File: config.mk
export PLATFORM = sky130hd
export DESIGN_NAME = hsg_div
export DESIGN_NICKNAME = d
export VERILOG_FILES = /design/src/rtl/core/hex_to_square_grid_resample_index_defines.svh /design/src/rtl/core/hsg_pkg.sv /design/src/rtl/core/hsg_div.sv
export SDC_FILE = /design/constraint.sdc
export NUM_CORES = 2
export LEC_CHECK = 0
export ABC_AREA = 1
export BUFFER_PORTS_ARGS = -buffer_cell sky130_fd_sc_hd__buf_2
export CAP_MARGIN = 40
export CORE_AREA = 5 5 330 332
export DETAILED_ROUTE_END_ITERATION = 6
export DIE_AREA = 0 0 335 337
export PLACE_DENSITY = 0.86
export SETUP_SLACK_MARGIN = 0.2
export SKIP_CTS_REPAIR_TIMING = 1
export SYNTH_ARGS = -nofsm -noshare
export SYNTH_HDL_FRONTEND = slang
export SYNTH_SLANG_ARGS = --single-unit
File: constraint.sdc
create_clock -name clk -period 6.04 [get_ports clk]
set_input_delay 1.812 -clock clk [delete_from_list [all_inputs] [get_ports clk]]
set_output_delay 1.812 -clock clk [all_outputs]
set_load 0.1 [all_outputs]
File: src/rtl/core/hex_to_square_grid_resample_index_defines.svh
// assertion macros shared by the resample index rtl
// expects clk and arst_n in the scope where a macro is used
`ifndef HEX_TO_SQUARE_GRID_RESAMPLE_INDEX_DEFINES_SVH
`define HEX_TO_SQUARE_GRID_RESAMPLE_INDEX_DEFINES_SVH

// same-cycle implication
`define HSG_ASSERT_NOW(label, ante, cons, msg) \
	label: assert property (@(posedge clk) disable iff (!arst_n) (ante) |-> (cons)) \
		else $error(msg);

// next-cycle implication
`define HSG_ASSERT_NEXT(label, ante, cons, msg) \
	label: assert property (@(posedge clk) disable iff (!arst_n) (ante) |=> (cons)) \
		else $error(msg);

`endif

File: src/rtl/core/hsg_pkg.sv
// shared types and constants of the hex to square grid resample index block
// no dependencies
package hsg_pkg;

	localparam int NUM_W  = 28;  // position width, also quotient width
	localparam int STEP_W = 16;  // step and resolution width
	localparam int CNT_W  = 13;  // row and column count width
	localparam int IDX_W  = 24;  // linear index width

	typedef enum logic [2:0] {
		REG_HEX_X_STEP    = 3'd0,
		REG_HEX_Y_STEP    = 3'd1,
		REG_SQR_X_RES     = 3'd2,
		REG_SQR_Y_RES     = 3'd3,
		REG_HEX_COLS_ODD  = 3'd4,
		REG_HEX_COLS_EVEN = 3'd5,
		REG_HEX_ROWS      = 3'd6
	} reg_idx_t;

	// configuration after zero-step and count saturation fixups
	typedef struct packed {
		logic [STEP_W-1:0] xs;
		logic [STEP_W-1:0] ys;
		logic [CNT_W-1:0]  nodd;
		logic [CNT_W-1:0]  neven;
		logic [CNT_W-1:0]  nrows;
	} cfg_t;

endpackage

File: src/rtl/core/hsg_div.sv
// pipelined restoring divider, one quotient bit per stage
// depends on hsg_pkg
module hsg_div (
	input  logic                      clk,
	input  logic                      en,
	input  logic [hsg_pkg::NUM_W-1:0] num,
	input  logic [hsg_pkg::STEP_W-1:0] den,
	output logic [hsg_pkg::NUM_W-1:0] quo,
	output logic [hsg_pkg::STEP_W-1:0] rem
);
	import hsg_pkg::*;

	logic [STEP_W-1:0] rem_s [0:NUM_W];
	logic [NUM_W-1:0]  num_s [0:NUM_W];
	logic [NUM_W-1:0]  quo_s [0:NUM_W];

	assign rem_s[0] = '0;
	assign num_s[0] = num;
	assign quo_s[0] = '0;

	for (genvar g = 0; g < NUM_W; g++) begin : g_stage
		logic [STEP_W:0] shifted;
		logic            fits;
		assign shifted = {rem_s[g], num_s[g][NUM_W-1]};
		assign fits    = shifted >= {1'b0, den};
		always_ff @(posedge clk) begin
			if (en) begin
				rem_s[g+1] <= fits ? STEP_W'(shifted - {1'b0, den}) : shifted[STEP_W-1:0];
				num_s[g+1] <= {num_s[g][NUM_W-2:0], 1'b0};
				quo_s[g+1] <= {quo_s[g][NUM_W-2:0], fits};
			end
		end
	end

	assign quo = quo_s[NUM_W];
	assign rem = rem_s[NUM_W];

endmodule

After elaboration in Yosys (flattened, before gate mapping)
Cells that the tools add are included.
Word-level totals
  register bits after elaboration: 1232
  output and inout bits: 44
  word-level logic and storage cells: 168
Cells by class
  add/sub/neg operators: 28
  order comparisons: 28
  multiplexer cells: 28
Operator list (number)
  17-bit by 16-bit >= comparator with 1-bit output: 27
  16-bit 2-to-1 mux: 27
  16-bit subtractor: 27
  1-bit by 16-bit >= comparator with 1-bit output: 1
  1-bit by 16-bit subtractor with 16-bit output: 1
  1-bit 2-to-1 mux: 1

Depth between registers and ports, before layout
  depth in word-level cells: 2
  depth in mapped cells: 15
  gate-level depth less buffers: 13

Worst setup path after synthesis
Ideal clock, no wire load.
  kind: input -> register
  start: input den[5] in the netlist's numbering
  end: register rem_s, in the netlist g_stage[7].shifted[5], data pin
  setup time: 0.252 ns
  arrival: 3.897 ns
  required time: 5.788 ns
  slack: 1.891 ns
  stages on the path: 12
  path buffers: 1
  path through: clkinv_1 ha_1 nand2_1 nor2_1 and2_1 nand2_1 nand2_1 nor2_4 nand2_4 buf_6 nand2_1 nand2_1
On the way
  word-level cells in the longest chain between the ends: 2
Ends and longest elaborated chain
  start, declared: line hsg_div.sv:7  | input logic [hsg_pkg::STEP_W-1:0] den,
  17-bit by 16-bit >= comparator with 1-bit output: line hsg_div.sv:25  | assign fits = shifted >= {1'b0, den};
  net g_stage[6].fits: line hsg_div.sv:23  | logic fits;
  16-bit 2-to-1 mux: line hsg_div.sv:28  | rem_s[g+1] <= fits ? STEP_W'(shifted - {1'b0, den}) : shifted[STEP_W-1:0];
  end signal, assigned by index: line hsg_div.sv:28
  end, declared: line hsg_div.sv:13  | logic [STEP_W-1:0] rem_s [0:NUM_W];
The timed path passes the listed nets, and every way through them passes these cells.
A chain may end at the register's enable or synchronous reset.

Worst setup path after layout
  start: input den[4] in the netlist's numbering
  end: register rem_s, in the netlist g_stage[22].shifted[16], data pin
On the way
  word-level cells in the longest chain between the ends: 2
  elaborated cells between the ends (all ways): 3
  classes of those cells: 1 x add/sub; 1 x order compare; 1 x mux
Ends and longest elaborated chain (line)
  16-bit subtractor / 17-bit by 16-bit >= comparator with 1-bit output (equally long branches): hsg_div.sv:28, hsg_div.sv:25
  16-bit 2-to-1 mux (*): hsg_div.sv:28
Every way passes the cells marked *; elsewhere a longest branch is shown, timed or not.

==> reports/results.txt <==
GPL Wtd Cong = 0.965
Crit path DAT = 4.91 ns
CTS tree = done
Setup-failing EPs final = 0
Slew Limit Fails = 0
Hold Path Depth = 0
Synthesis Warnings = 0
Worst slack, placed = 0.959 ns
Fin nets = 9091
Req. time, crit path = 6.53 ns
Layout cells sized above 1 = 6.12%
Synth cell types = 43
Placed Cells = 9855
# IOs = 90
CTS sink count = 1232
Leakage = 38.8 nW
Vias in the first global route = 54.4k
Ranking of synthesized cells by area = edfxtp_1, nand2_1, ha_1
Routed WL per cell = 18.0 um
CTS Buf Count = 130
Most common cell after layout, fill and taps aside = nand2_1
Fin crit period = 4.42 ns
CTS root buffer = clkbuf_16
Worst setup SP type = input pin
Slowest cell delay on critical path = 0.64 ns
R2R setup slack = 3.26 ns
Worst hold slack = 0.405 ns
Detailed Place HPWL = 128 mm
Max-Cap Viols = 0
Crit-path slowest cell = clkinv_1
Drt first pass iters = 7
Crit path max fanout = 20
Initial antenna violation count = 3
Setup crit start = den[4]
Max frequency = 226 MHz
Syn Area/Cell = 8.61 sq um
RSZ-0062 raised after global routing = false
Max H-tree Level = 4
Fin area = 78700 sq um
I/O Buffers = 89
Worst vdd ir = 0.692 mV
Hold Path Class = flop to flop
Period utilization = 73.2%
Area grow syn2layout = 8.70%
GRT Residual Overflow = 0
Most frequent cells in the layout = nand2_1, inv_1, edfxtp_1
Die X = 335 um
Post-synth top area share = 51.1%
Cell mode on critical path = nand2_1
Post-Synthesis Net Count = 8922
Area of the multi-input gates = 29500 sq um
Reg2Reg Depth = 10
Pwr/cell area = 508 nW/um^2
Remaining DRCs = 17
Synthesized area = 72400 sq um
Synth Register Bits = 1232
CTS max path bufs = 3
Sequential cell area = 37000 sq um
Mean number of vias per cell = 5.65
Clock transition at path regs = 0.06 ns
Max_slew headroom = 36.0%
Crit path capture = g_stage[22].shifted[16]
Setup TNS = 0 ns
Die footprint = 113000 sq um
Vias = 57.0k
Gr usage total = 31.9%
Clk_lat worst skew = 0.75 ns
Starting DRT DRC Count = 5671
Non-Filler Instances = 10.1k
Die height = 337 um
Final WS setup = 1.62 ns
Syn Inst Count = 8415
Kind of critical path = input pin to flop
RR Startpoint = g_stage[12].shifted[12]
Pin count of the biggest net entering global routing = 159
Placed cell area = 74500 sq um
Final hold violations = 0
Reg-to-reg endpoint = g_stage[13].shifted[5]
Yosys top cell by area = edfxtp_1
Filler cell count = 7720
Skew final = 0.0272 ns
WL final = 181 mm
Row count = 120
Min-delay src = num_s[305]
Final ANT Viol Nets = 0
Tightest Pin Transition = 0.960 ns
Sequential fraction of the synthesis area = 51.1%
Status = complete, but fails checks
Starting Density = 68.3%
Crit end category = flop
Global-route wire length before repair = 286 mm
Cells along the critical path = buf_2 > clkinv_1 > buf_4 > ha_1 > nand2_1 > inv_1 > nand2_1 > nor2_1 > nand2_1 > nor2_1 > nor2_1 > nand2_2 > inv_2 > nand2_1 > nand2_1
Violated checks = DRC
Area of the core = 106000 sq um
## final cells by class
class / instances / area share, %
Antenna cell: 2 / 0.00636
Clock buffer: 155 / 4.31
Clock inverter: 79 / 1.08
Inverter: 1319 / 6.29
Multi-Input combinational cell: 5738 / 37.5
Sequential cell: 1232 / 47.0
Tap cell: 1403 / 2.23
Timing Repair Buffer: 163 / 1.60
## per-stage QoR
step / power, mW / utilization (%)
after floorplan: 27.1 / -
after global placement: 31.1 / 70.2
after detailed placement: 31.6 / 70.3
after CTS: 39.7 / 74.3
after global routing: 42.9 / 74.3
final: 40.0 / 74.3
## cells in the mapped netlist, drive strengths merged
cell type and count:
edfxtp 1232, nand2 3371, a21boi 3, o21bai 18, buf 116, clkbuf 10, o21ai 15, and2 22
nand3 741, nand4 125, nor2 374, and3 10, nor3b 5, ha 434, a21oi 244, nor3 79
xor2 127, o21a 22, inv 1318, xnor2 42, nor4 8, or2 22, clkinv 1, nand3b 49
fa 27
## layer usage
layer  vias up  global-route usage (%)  routed length, um
met5         -                       0                 13
met4         2                    15.5               9700
met3       581                    5.09              15500
met2      2608                    52.1              84000
met1     26200                    42.2              72300
li1      27600                       -                  -
## cells by family after synthesis
kind of cell	share of synthesized area, %
compound gates	2.26
xor+xnor	2.04
fa+ha+maj	8.25
buf+inv	8.16
flops	51.1
simple gates	28.2
## report_power, final
group / internal (mW) / total [mW] / switching [mW]
combinational: 6.00 / 18.4 / 12.4
clock: 4.50 / 7.90 / 3.39
sequential: 12.3 / 13.7 / 1.43
total: 22.8 / 40.0 / 17.2
## worst max-delay path: cells and delay by family
| kind | cells | cell delay [ns] |
|---|---|---|
| adders and majority gates | 1 | 0.39 |
| buffers and inverters | 5 | 1.62 |
| and+or+nand+nor | 9 | 1.06 |
## flip-flops by register name, summed over array words and instances (netlist names)
| register | count |
|---|---|
| quo | 28 |
| quo_s | 378 |
| rem | 16 |
| g_stage.shifted | 459 |
| num_s | 351 |
## worst min-delay path by stage
stage	end	slack, ns
finish	num_s[278]	0.40
global route	num_s[278]	0.42
CTS	num_s[278]	0.41
detailed placement	g_stage[10].shifted[0]	0.40
global placement	num_s[386]	0.40
floorplan	g_stage[10].shifted[0]	0.40
(Power assumes the default switching activity.)
