<file path="config.mk">
export PLATFORM = sky130hd
export DESIGN_NAME = hsg_pick
export DESIGN_NICKNAME = d
export VERILOG_FILES = /design/src/rtl/core/hex_to_square_grid_resample_index_defines.svh /design/src/rtl/core/hsg_pkg.sv /design/src/rtl/core/hsg_pick.sv
export SDC_FILE = /design/constraint.sdc
export NUM_CORES = 2
export LEC_CHECK = 0
export BUFFER_PORTS_ARGS = -buffer_cell sky130_fd_sc_hd__buf_2
export CAP_MARGIN = 15
export CORE_MARGIN = 4
export CORE_UTILIZATION = 48
export DETAILED_ROUTE_END_ITERATION = 7
export PLACE_DENSITY = 0.73
export REMOVE_ABC_BUFFERS = 1
export SLEW_MARGIN = 20
export SYNTH_ARGS = -nofsm -noshare
export SYNTH_HDL_FRONTEND = slang
export SYNTH_SLANG_ARGS = --single-unit
</file>
<file path="constraint.sdc">
create_clock -name clk -period 11 [get_ports clk]
set_input_delay 0.55 -clock clk [delete_from_list [all_inputs] [get_ports clk]]
set_output_delay 0.55 -clock clk [all_outputs]
set_load 0.02 [all_outputs]
</file>
<file path="src/rtl/core/hex_to_square_grid_resample_index_defines.svh">
// assertion macros shared by the resample index rtl
// expects clk and arst_n in the scope where a macro is used
`ifndef HEX_TO_SQUARE_GRID_RESAMPLE_INDEX_DEFINES_SVH
`define HEX_TO_SQUARE_GRID_RESAMPLE_INDEX_DEFINES_SVH

// same-cycle implication
`define HSG_ASSERT_NOW(label, ante, cons, msg) \
	label: assert property (@(posedge clk) disable iff (!arst_n) (ante) |-> (cons)) \
		else $error(msg);

// next-cycle implication
`define HSG_ASSERT_NEXT(label, ante, cons, msg) \
	label: assert property (@(posedge clk) disable iff (!arst_n) (ante) |=> (cons)) \
		else $error(msg);

`endif

</file>
<file path="src/rtl/core/hsg_pkg.sv">
// shared types and constants of the hex to square grid resample index block
// no dependencies
package hsg_pkg;

	localparam int NUM_W  = 28;  // position width, also quotient width
	localparam int STEP_W = 16;  // step and resolution width
	localparam int CNT_W  = 13;  // row and column count width
	localparam int IDX_W  = 24;  // linear index width

	typedef enum logic [2:0] {
		REG_HEX_X_STEP    = 3'd0,
		REG_HEX_Y_STEP    = 3'd1,
		REG_SQR_X_RES     = 3'd2,
		REG_SQR_Y_RES     = 3'd3,
		REG_HEX_COLS_ODD  = 3'd4,
		REG_HEX_COLS_EVEN = 3'd5,
		REG_HEX_ROWS      = 3'd6
	} reg_idx_t;

	// configuration after zero-step and count saturation fixups
	typedef struct packed {
		logic [STEP_W-1:0] xs;
		logic [STEP_W-1:0] ys;
		logic [CNT_W-1:0]  nodd;
		logic [CNT_W-1:0]  neven;
		logic [CNT_W-1:0]  nrows;
	} cfg_t;

endpackage

</file>
<file path="src/rtl/core/hsg_pick.sv">
// candidate distances, index arithmetic, nearest pick and end clamp (four stages)
// depends on hsg_pkg
module hsg_pick (
	input  logic                       clk,
	input  logic                       en,
	input  hsg_pkg::cfg_t              cfg,
	input  logic [24:0]                total,
	input  logic [hsg_pkg::NUM_W-1:0]  ucol,
	input  logic [hsg_pkg::STEP_W-1:0] rx,
	input  logic [hsg_pkg::NUM_W-1:0]  row1,
	input  logic [hsg_pkg::STEP_W-1:0] ry,
	output logic [hsg_pkg::IDX_W-1:0]  index,
	output logic                       oor
);
	import hsg_pkg::*;

	// stage a: distances in doubled units, shifted column, row base
	logic [STEP_W:0]   rx2;
	logic              right_half;
	logic [17:0]       dsx;
	logic [NUM_W-1:0]  scol;
	logic              even_row;
	logic [CNT_W:0]    sum;

	assign rx2        = {rx, 1'b0};
	assign right_half = rx2 >= {1'b0, cfg.xs};
	assign even_row   = !row1[0];
	assign sum        = {1'b0, cfg.nodd} + {1'b0, cfg.neven};

	always_comb begin
		if (right_half) begin
			dsx  = 18'(rx2 - {1'b0, cfg.xs});
			scol = ucol;
		end else if (ucol != '0) begin
			dsx  = 18'(rx2) + 18'(cfg.xs);
			scol = ucol - NUM_W'(1);
		end else begin
			// left of the first shifted sample
			dsx  = 18'({1'b0, cfg.xs} - rx2);
			scol = '0;
		end
	end

	logic [17:0]      dx1_s1, dx2_s1;
	logic [STEP_W:0]  dy1_s1, dy2_s1;
	logic [NUM_W-1:0] ucol_s1, scol_s1;
	logic [40:0]      base_s1;
	logic             even_s1, last_s1;

	always_ff @(posedge clk) begin
		if (en) begin
			dx1_s1  <= even_row ? 18'(rx2) : dsx;
			dx2_s1  <= even_row ? dsx : 18'(rx2);
			dy1_s1  <= {ry, 1'b0};
			dy2_s1  <= {STEP_W'(cfg.ys - ry), 1'b0};
			ucol_s1 <= ucol;
			scol_s1 <= scol;
			base_s1 <= 41'(row1[NUM_W-1:1]) * 41'(sum);
			even_s1 <= even_row;
			last_s1 <= (29'(row1) + 29'd1) == 29'(cfg.nrows);
		end
	end

	// stage b: squares and candidate indexes
	logic [41:0] p_full, ps_full, pn_full;
	logic [41:0] p1_full, p2_full;
	assign p_full  = 42'(base_s1) + 42'(ucol_s1);
	assign ps_full = 42'(base_s1) + 42'(cfg.nodd) + 42'(scol_s1);
	assign pn_full = 42'(base_s1) + 42'(sum) + 42'(ucol_s1);
	assign p1_full = even_s1 ? p_full : ps_full;
	assign p2_full = even_s1 ? ps_full : pn_full;

	logic [35:0] sx1_s2, sx2_s2;
	logic [33:0] sy1_s2, sy2_s2;
	logic [24:0] p1_s2, p2_s2;
	logic        last_s2;

	always_ff @(posedge clk) begin
		if (en) begin
			sx1_s2  <= 36'(dx1_s1) * 36'(dx1_s1);
			sx2_s2  <= 36'(dx2_s1) * 36'(dx2_s1);
			sy1_s2  <= 34'(dy1_s1) * 34'(dy1_s1);
			sy2_s2  <= 34'(dy2_s1) * 34'(dy2_s1);
			// saturate: anything this large is past the grid end anyway
			p1_s2   <= (|p1_full[41:25]) ? '1 : p1_full[24:0];
			p2_s2   <= (|p2_full[41:25]) ? '1 : p2_full[24:0];
			last_s2 <= last_s1;
		end
	end

	// stage c: squared distances
	logic [36:0] d1_s3, d2_s3;
	logic [24:0] p1_s3, p2_s3;
	logic        last_s3;

	always_ff @(posedge clk) begin
		if (en) begin
			d1_s3   <= 37'(sx1_s2) + 37'(sy1_s2);
			d2_s3   <= 37'(sx2_s2) + 37'(sy2_s2);
			p1_s3   <= p1_s2;
			p2_s3   <= p2_s2;
			last_s3 <= last_s2;
		end
	end

	// stage d: pick the nearer, lower row on ties and on the last row, then clamp
	logic [24:0] pt;
	assign pt = (d1_s3 <= d2_s3 || last_s3) ? p1_s3 : p2_s3;

	logic [24:0] total_m1;
	assign total_m1 = total - 25'd1;

	logic [IDX_W-1:0] index_s4;
	logic             oor_s4;

	always_ff @(posedge clk) begin
		if (en) begin
			if (total == '0) begin
				index_s4 <= '0;
				oor_s4   <= 1'b1;
			end else if (pt >= total) begin
				index_s4 <= total_m1[IDX_W-1:0];
				oor_s4   <= 1'b1;
			end else begin
				index_s4 <= pt[IDX_W-1:0];
				oor_s4   <= 1'b0;
			end
		end
	end

	assign index = index_s4;
	assign oor   = oor_s4;

endmodule

</file>
; ---- Word level (Yosys, flattened, before mapping)
; Index checks and enable logic that the tools add are counted.
[totals]
out_inout_bits = 25
wordCells = 66
reg_bits = 508
input_bits = 186
[op_classes]
n_reduce_logical = 6
n_eq_ne = 1
magnitude_cmp = 3
n_mux = 11
multipliers = 5
add_sub_neg = 15
[op_table]
columns = cell, count
row1 = 42-bit by 28-bit adder with 42-bit output, 2
row2 = 42-bit 2-to-1 mux, 2
row3 = 36-bit by 34-bit adder with 37-bit output, 2
row4 = 18-bit by 18-bit multiplier with 36-bit output, 2
row5 = 16-bit by 16-bit multiplier with 32-bit output, 2
row6 = 28-bit 2-to-1 mux, 2
row7 = 41-bit by 13-bit adder with 42-bit output, 1
row8 = 41-bit by 14-bit adder with 42-bit output, 1
row9 = 41-bit by 28-bit adder with 42-bit output, 1
row10 = 27-bit by 14-bit multiplier with 41-bit output, 1
row11 = 37-bit <= comparator, 1
row12 = 18-bit 2-to-1 mux, 2
row13 = 17-bit 2-to-1 mux, 2
row14 = 17-bit OR reduction, 2
row15 = "28-bit by 1-bit adder with 29-bit output, second input constant", 1
row16 = 29-bit by 13-bit equality test with 1-bit output, 1
row17 = 28-bit nonzero test, 1
row18 = "28-bit by 1-bit subtractor with 28-bit output, second input constant", 1
row19 = 25-bit >= comparator, 1
row20 = 25-bit logical NOT, 1
row21 = 25-bit 2-to-1 mux, 1
row22 = 24-bit 2-to-1 mux, 1
row23 = "24-bit by 1-bit subtractor with 24-bit output, second input constant", 1
row24 = 17-bit by 16-bit adder with 18-bit output, 1
row25 = other kinds (8), 8

; ---- Logic depth before layout (Yosys ltp)
[logic_depth]
ltp_word = 5
ltp_mapped = 38
ltp_nobuf = 37

; ---- Least setup slack after synthesis
; Ideal clock, no wire load.
[synth_timing]
path_type = input to register
start = input cfg[13] (netlist name)
end = register base_s1[40], data pin
setup_slack_ns = 1.805
path_buffers = 1
path_stages = 36
setup_time_ns = 0.262
required_time_ns = 10.738
arrival_time_ns = 8.933
path_cell_list = ha_1 > inv_1 > fa_1 > nor2b_1 > o21ai_0 > a21boi_0 > o21ai_0 > a21boi_0 > o21ai_0 > a21boi_0 > o21ai_0 > nor2b_1 > xnor2_1 > clkbuf_1 > nand2_1 > fa_1 > inv_1 > fa_1 > fa_1 > fa_1 > fa_1 > inv_1 > fa_1 > inv_1 > ha_1 > a21oi_1 > o21ai_0 > a221o_1 > a41o_1 > o31ai_2 > o31ai_1 > a41o_1 > or4b_1 > a31o_2 > a221oi_2 > xnor2_1
[synth_between]
elab_chain_cells = 2
[synth_lines]
columns = element, line_no
row1 = "start, declared", hsg_pick.sv:6  ; input hsg_pkg::cfg_t cfg,
row2 = 13-bit by 13-bit adder with 14-bit output, hsg_pick.sv:28  ; assign sum = {1'b0, cfg.nodd} + {1'b0, cfg.neven};
row3 = 27-bit by 14-bit multiplier with 41-bit output, hsg_pick.sv:58  ; base_s1 <= 41'(row1[NUM_W-1:1]) * 41'(sum);
row4 = "end signal, assigned", hsg_pick.sv:58
row5 = "end, declared", hsg_pick.sv:47  ; logic [40:0] base_s1;
; Every way passes these cells.
; A chain may end at the register's enable or synchronous reset.

; ---- Worst setup path in the final report
[layout_timing]
start = input cfg[26] (netlist name)
end = register base_s1[40], data pin
; The elaborated chain is that of the path after synthesis.

==> results.md <==
Floorplanning:
- The floorplan step defined a die boundary enclosing 165,800 um^2.
- The floorplan has approximately 150 rows.
- The area of the placeable core is 158,400 um^2.
- The overall die width is 407.2 um.
- In this run the vertical extent of the chip is roughly 400 um.
- The top-level I/O count is ~210.
- The effective utilization at floorplan is between 40% and 50%.

Drt:
- Dividing the detail-routed via count by the number of cells gives 5.536.
- The post-route DRC violation count is 0.
- Once detail routing completed, the nets flagged for antenna violations numbered 0.
- The total wire length is 197,200 um.
- Detailed routing inserted a total of 56.84k vias.
- The count of TritonRoute iterations in the first routing pass is 5.
- Dividing the detail-routed wire length by the instance count gives 19.20 um.
- After the first detailed-routing iteration, the DRC count stood at 3,902.

Setup path:
- Together, buffers and inverters on the worst path number 6.
- The nature of the critical path startpoint is an input pin.
- The required arrival time at the worst endpoint is 11.42 ns.
- Of all nets on the critical path, the largest fanout is 12.
- The most numerous cell type found on the critical path is sky130_fd_sc_hd__fa_1.
- The critical path is of the in -> reg type.
- Broken down by cell family, the worst path's largest delay share belongs to adder cells.
- STA classifies the critical path endpoint as a register.
- The cell at the slowest stage of the critical path is sky130_fd_sc_hd__xnor2_2.
- The maximum cell stage delay along the critical path is slightly below 0.6 ns.
- Data arrives at the worst endpoint at between 10 and 15 ns.

Run:
- The max capacitance violation total is 0.

Global route:
- Global routing consumed, over all layers together, around a quarter of the routing resources.
- The first global-routing pass estimated roughly 320,000 um of wire.
- The number of antenna violations at the first check in global routing came to 7.
- The overflow left after global routing is 0.
- Entering global routing, the biggest net connects 183 pins.
- The number of global-route vias before repair is 60.25k.

Finish:
- The post-synthesis to final-layout area growth is 6.816%.
- After filler insertion, the fill cell instance count of the layout stands at 14.16k.
- Cells with a size suffix above 1 make up 5.846% of the layout.
- The most common library cell in the layout ignoring fill and taps is sky130_fd_sc_hd__inv_1.
- At the end of the flow the core is filled with cells to 51.58%.
- In the layout the commonest cells are 1,683 x sky130_fd_sc_hd__inv_1, 1,106 x sky130_fd_sc_hd__fa_1, 816 x sky130_fd_sc_hd__ha_1, 763 x sky130_fd_sc_hd__nand2_1, 498 x sky130_fd_sc_hd__edfxtp_1.
- The net count of the finished layout is 10.25k.

Clocking:
- The CTS H-tree depth is 2.
- The largest buffer count on any clock path is 3.
- The clock tree root buffer cell is sky130_fd_sc_hd__clkbuf_16.
- Post-CTS timing repair inserted 0 buffers for setup.
- The total CTS buffers is 58.
- After clock tree synthesis, the clock-pin slew on the worst setup and hold paths is 0.07 ns.
- The CTS tree is yes.
- The post-cts resize count is 0.
- The cts-stage hold buffer count is 0.
- The clock drives 498 sinks.
- Clock latency on the worst-skew pair, taken at its later pin, is 0.67 ns.

Synth:
- In this run the cell area of the synthesized design comes to roughly 76,000 um^2.
- The portion of the post-synthesis area used by sequential elements is 19.55%.
- The post-synthesis average cell area is 9.510 um^2.
- In this run, synthesis produced a sequential element count of 498.
- The Yosys step of the flow raised 0 warnings.
- The most common flop cell mapped by yosys is sky130_fd_sc_hd__edfxtp_1.
- The post-synthesis cell type count is 87.
- The synthesized design contains 498 enable-type register cells.
- Counting every instance in the synthesized netlist gives 8,042.
- The fraction of registers with async set or reset after synthesis is 0%.

STA:
- The number of hold-slack violations in the final timing report is 0.
- For the pin with the worst max-slew slack, the measured transition is 1.140 ns.
- The worst setup skew after layout is between 0.04 and 0.05 ns.
- Subtracting the final worst setup slack from the clock period gives ~10 ns.
- Setup repair after global routing left no endpoint under its margin.
- The setup TNS is 0 ns.
- The number of max-slew violations in the final report was 0.
- The total of endpoints with negative setup slack in the final report is 0.
- The period utilization is 88.90%.
- Static timing analysis puts the maximum clock frequency at 102.3 MHz.
- The remaining max-slew budget at the tightest pin is 22.98%.

Hold path:
- The type of the most critical hold path is in -> reg.

Placement:
- Routability-driven placement finished with a final weighted congestion of 0.9545.
- Port buffering added 210 buffers.
- The HPWL after detailed placement is 159,400 um.

Outcome:
- The flow ran to the end, and the final reports show no timing, DRC or antenna violations.
==> cells in the mapped netlist (88+ instances only) <==
library cell	number	area (um^2)
sky130_fd_sc_hd__xor2_1	119	1042
sky130_fd_sc_hd__nor2_1	401	1505
sky130_fd_sc_hd__inv_1	1683	6317
sky130_fd_sc_hd__nor3_1	104	520.5
sky130_fd_sc_hd__clkbuf_1	188	705.7
sky130_fd_sc_hd__fa_1	1106	22140
sky130_fd_sc_hd__ha_1	816	10210
sky130_fd_sc_hd__nor2b_1	88	550.5
sky130_fd_sc_hd__a21oi_1	325	1627
sky130_fd_sc_hd__nand2_1	763	2864
sky130_fd_sc_hd__edfxtp_1	498	14950
sky130_fd_sc_hd__xnor2_1	287	2514
sky130_fd_sc_hd__and2_1	357	2233
sky130_fd_sc_hd__a21o_1	143	1074
sky130_fd_sc_hd__o21ai_0	201	1006
sky130_fd_sc_hd__nand3_1	92	460.4
==> registers in the layout (all words and copies together), names as in the netlist, 16 cells and up <==
register  flops
scol_s1      28
p2_s3        25
dy2_s1       16
sy2_s2       31
sx1_s2       35
dx2_s1       18
index        24
p1_s2        25
d2_s3        36
base_s1      41
dy1_s1       16
p1_s3        25
dx1_s1       18
ucol_s1      28
p2_s2        25
sx2_s2       35
sy1_s2       31
d1_s3        36
==> stage by stage <==
stage | std cells | cell area [um^2] | setup slack [ns] | hold WS, ns
final | 10268 | 81690 | 1.221 | 0.09649
after global routing | 10267 | 81690 | 0.6701 | 0.06724
after CTS | 10265 | 81660 | 1.279 | 0.04926
after detailed placement | 10156 | 79760 | 0.6366 | 0.4045
after global placement | 10156 | 79760 | 0.8703 | 0.4008
after floorplan | 7830 | 75640 | 1.425 | 0.4003
==> cell families after synthesis <==
family                     Yosys count  share of synthesized area [%]
DFF                                498                          19.55
xor gates and xnor gates           406                          4.650
and+or+nand+nor                   2102                          13.27
muxes                               79                          1.127
buffers and inverters             1896                          9.363
adders and majority gates         1922                          42.30
AOI/OAI and AO/OA                 1139                          9.731
==> per-layer routing <==
metal / GRT usage, % / share of wire, % / vias to the layer above / routed length (um)
met3: 2.836 / 5.4 / 382 / 10620
li1: - / - / 26186 / -
met5: 0 / 0.025 / - / 50
met4: 7.757 / 3.5 / 8 / 6853
met1: 30.16 / 41 / 28602 / 80280
met2: 42.15 / 50 / 1666 / 99350
==> final cells by class <==
type	instances	area, um^2	share of cell area, %
multi-input cells	5648	54470	66.68
flip-flops and latches	498	14950	18.31
inverters	1684	6321	7.738
well taps	2072	2592	3.174
clock buffers	66	1503	1.839
repair buffers	255	1444	1.767
clock inverters	43	397.9	0.4871
diodes	2	5.005	0.006127
==> final timing paths <==
| kind | startpoint | to | slack [ns] | cells past startpoint |
|---|---|---|---|---|
| hold reg to reg | p2_s2[3] | p2_s3[3] | 0.41 | 0 |
| setup reg to reg | dx2_s1[6] | sx2_s2[35] | 2.91 | 22 |
| hold / removal | ry[7] | dy1_s1[8] | 0.1 | 1 |
| setup / recovery | cfg[26] | base_s1[40] | 1.22 | 36 |
Power is not shown: default switching activity piles up to over one toggle a cycle in this logic, so the estimate is an artifact.
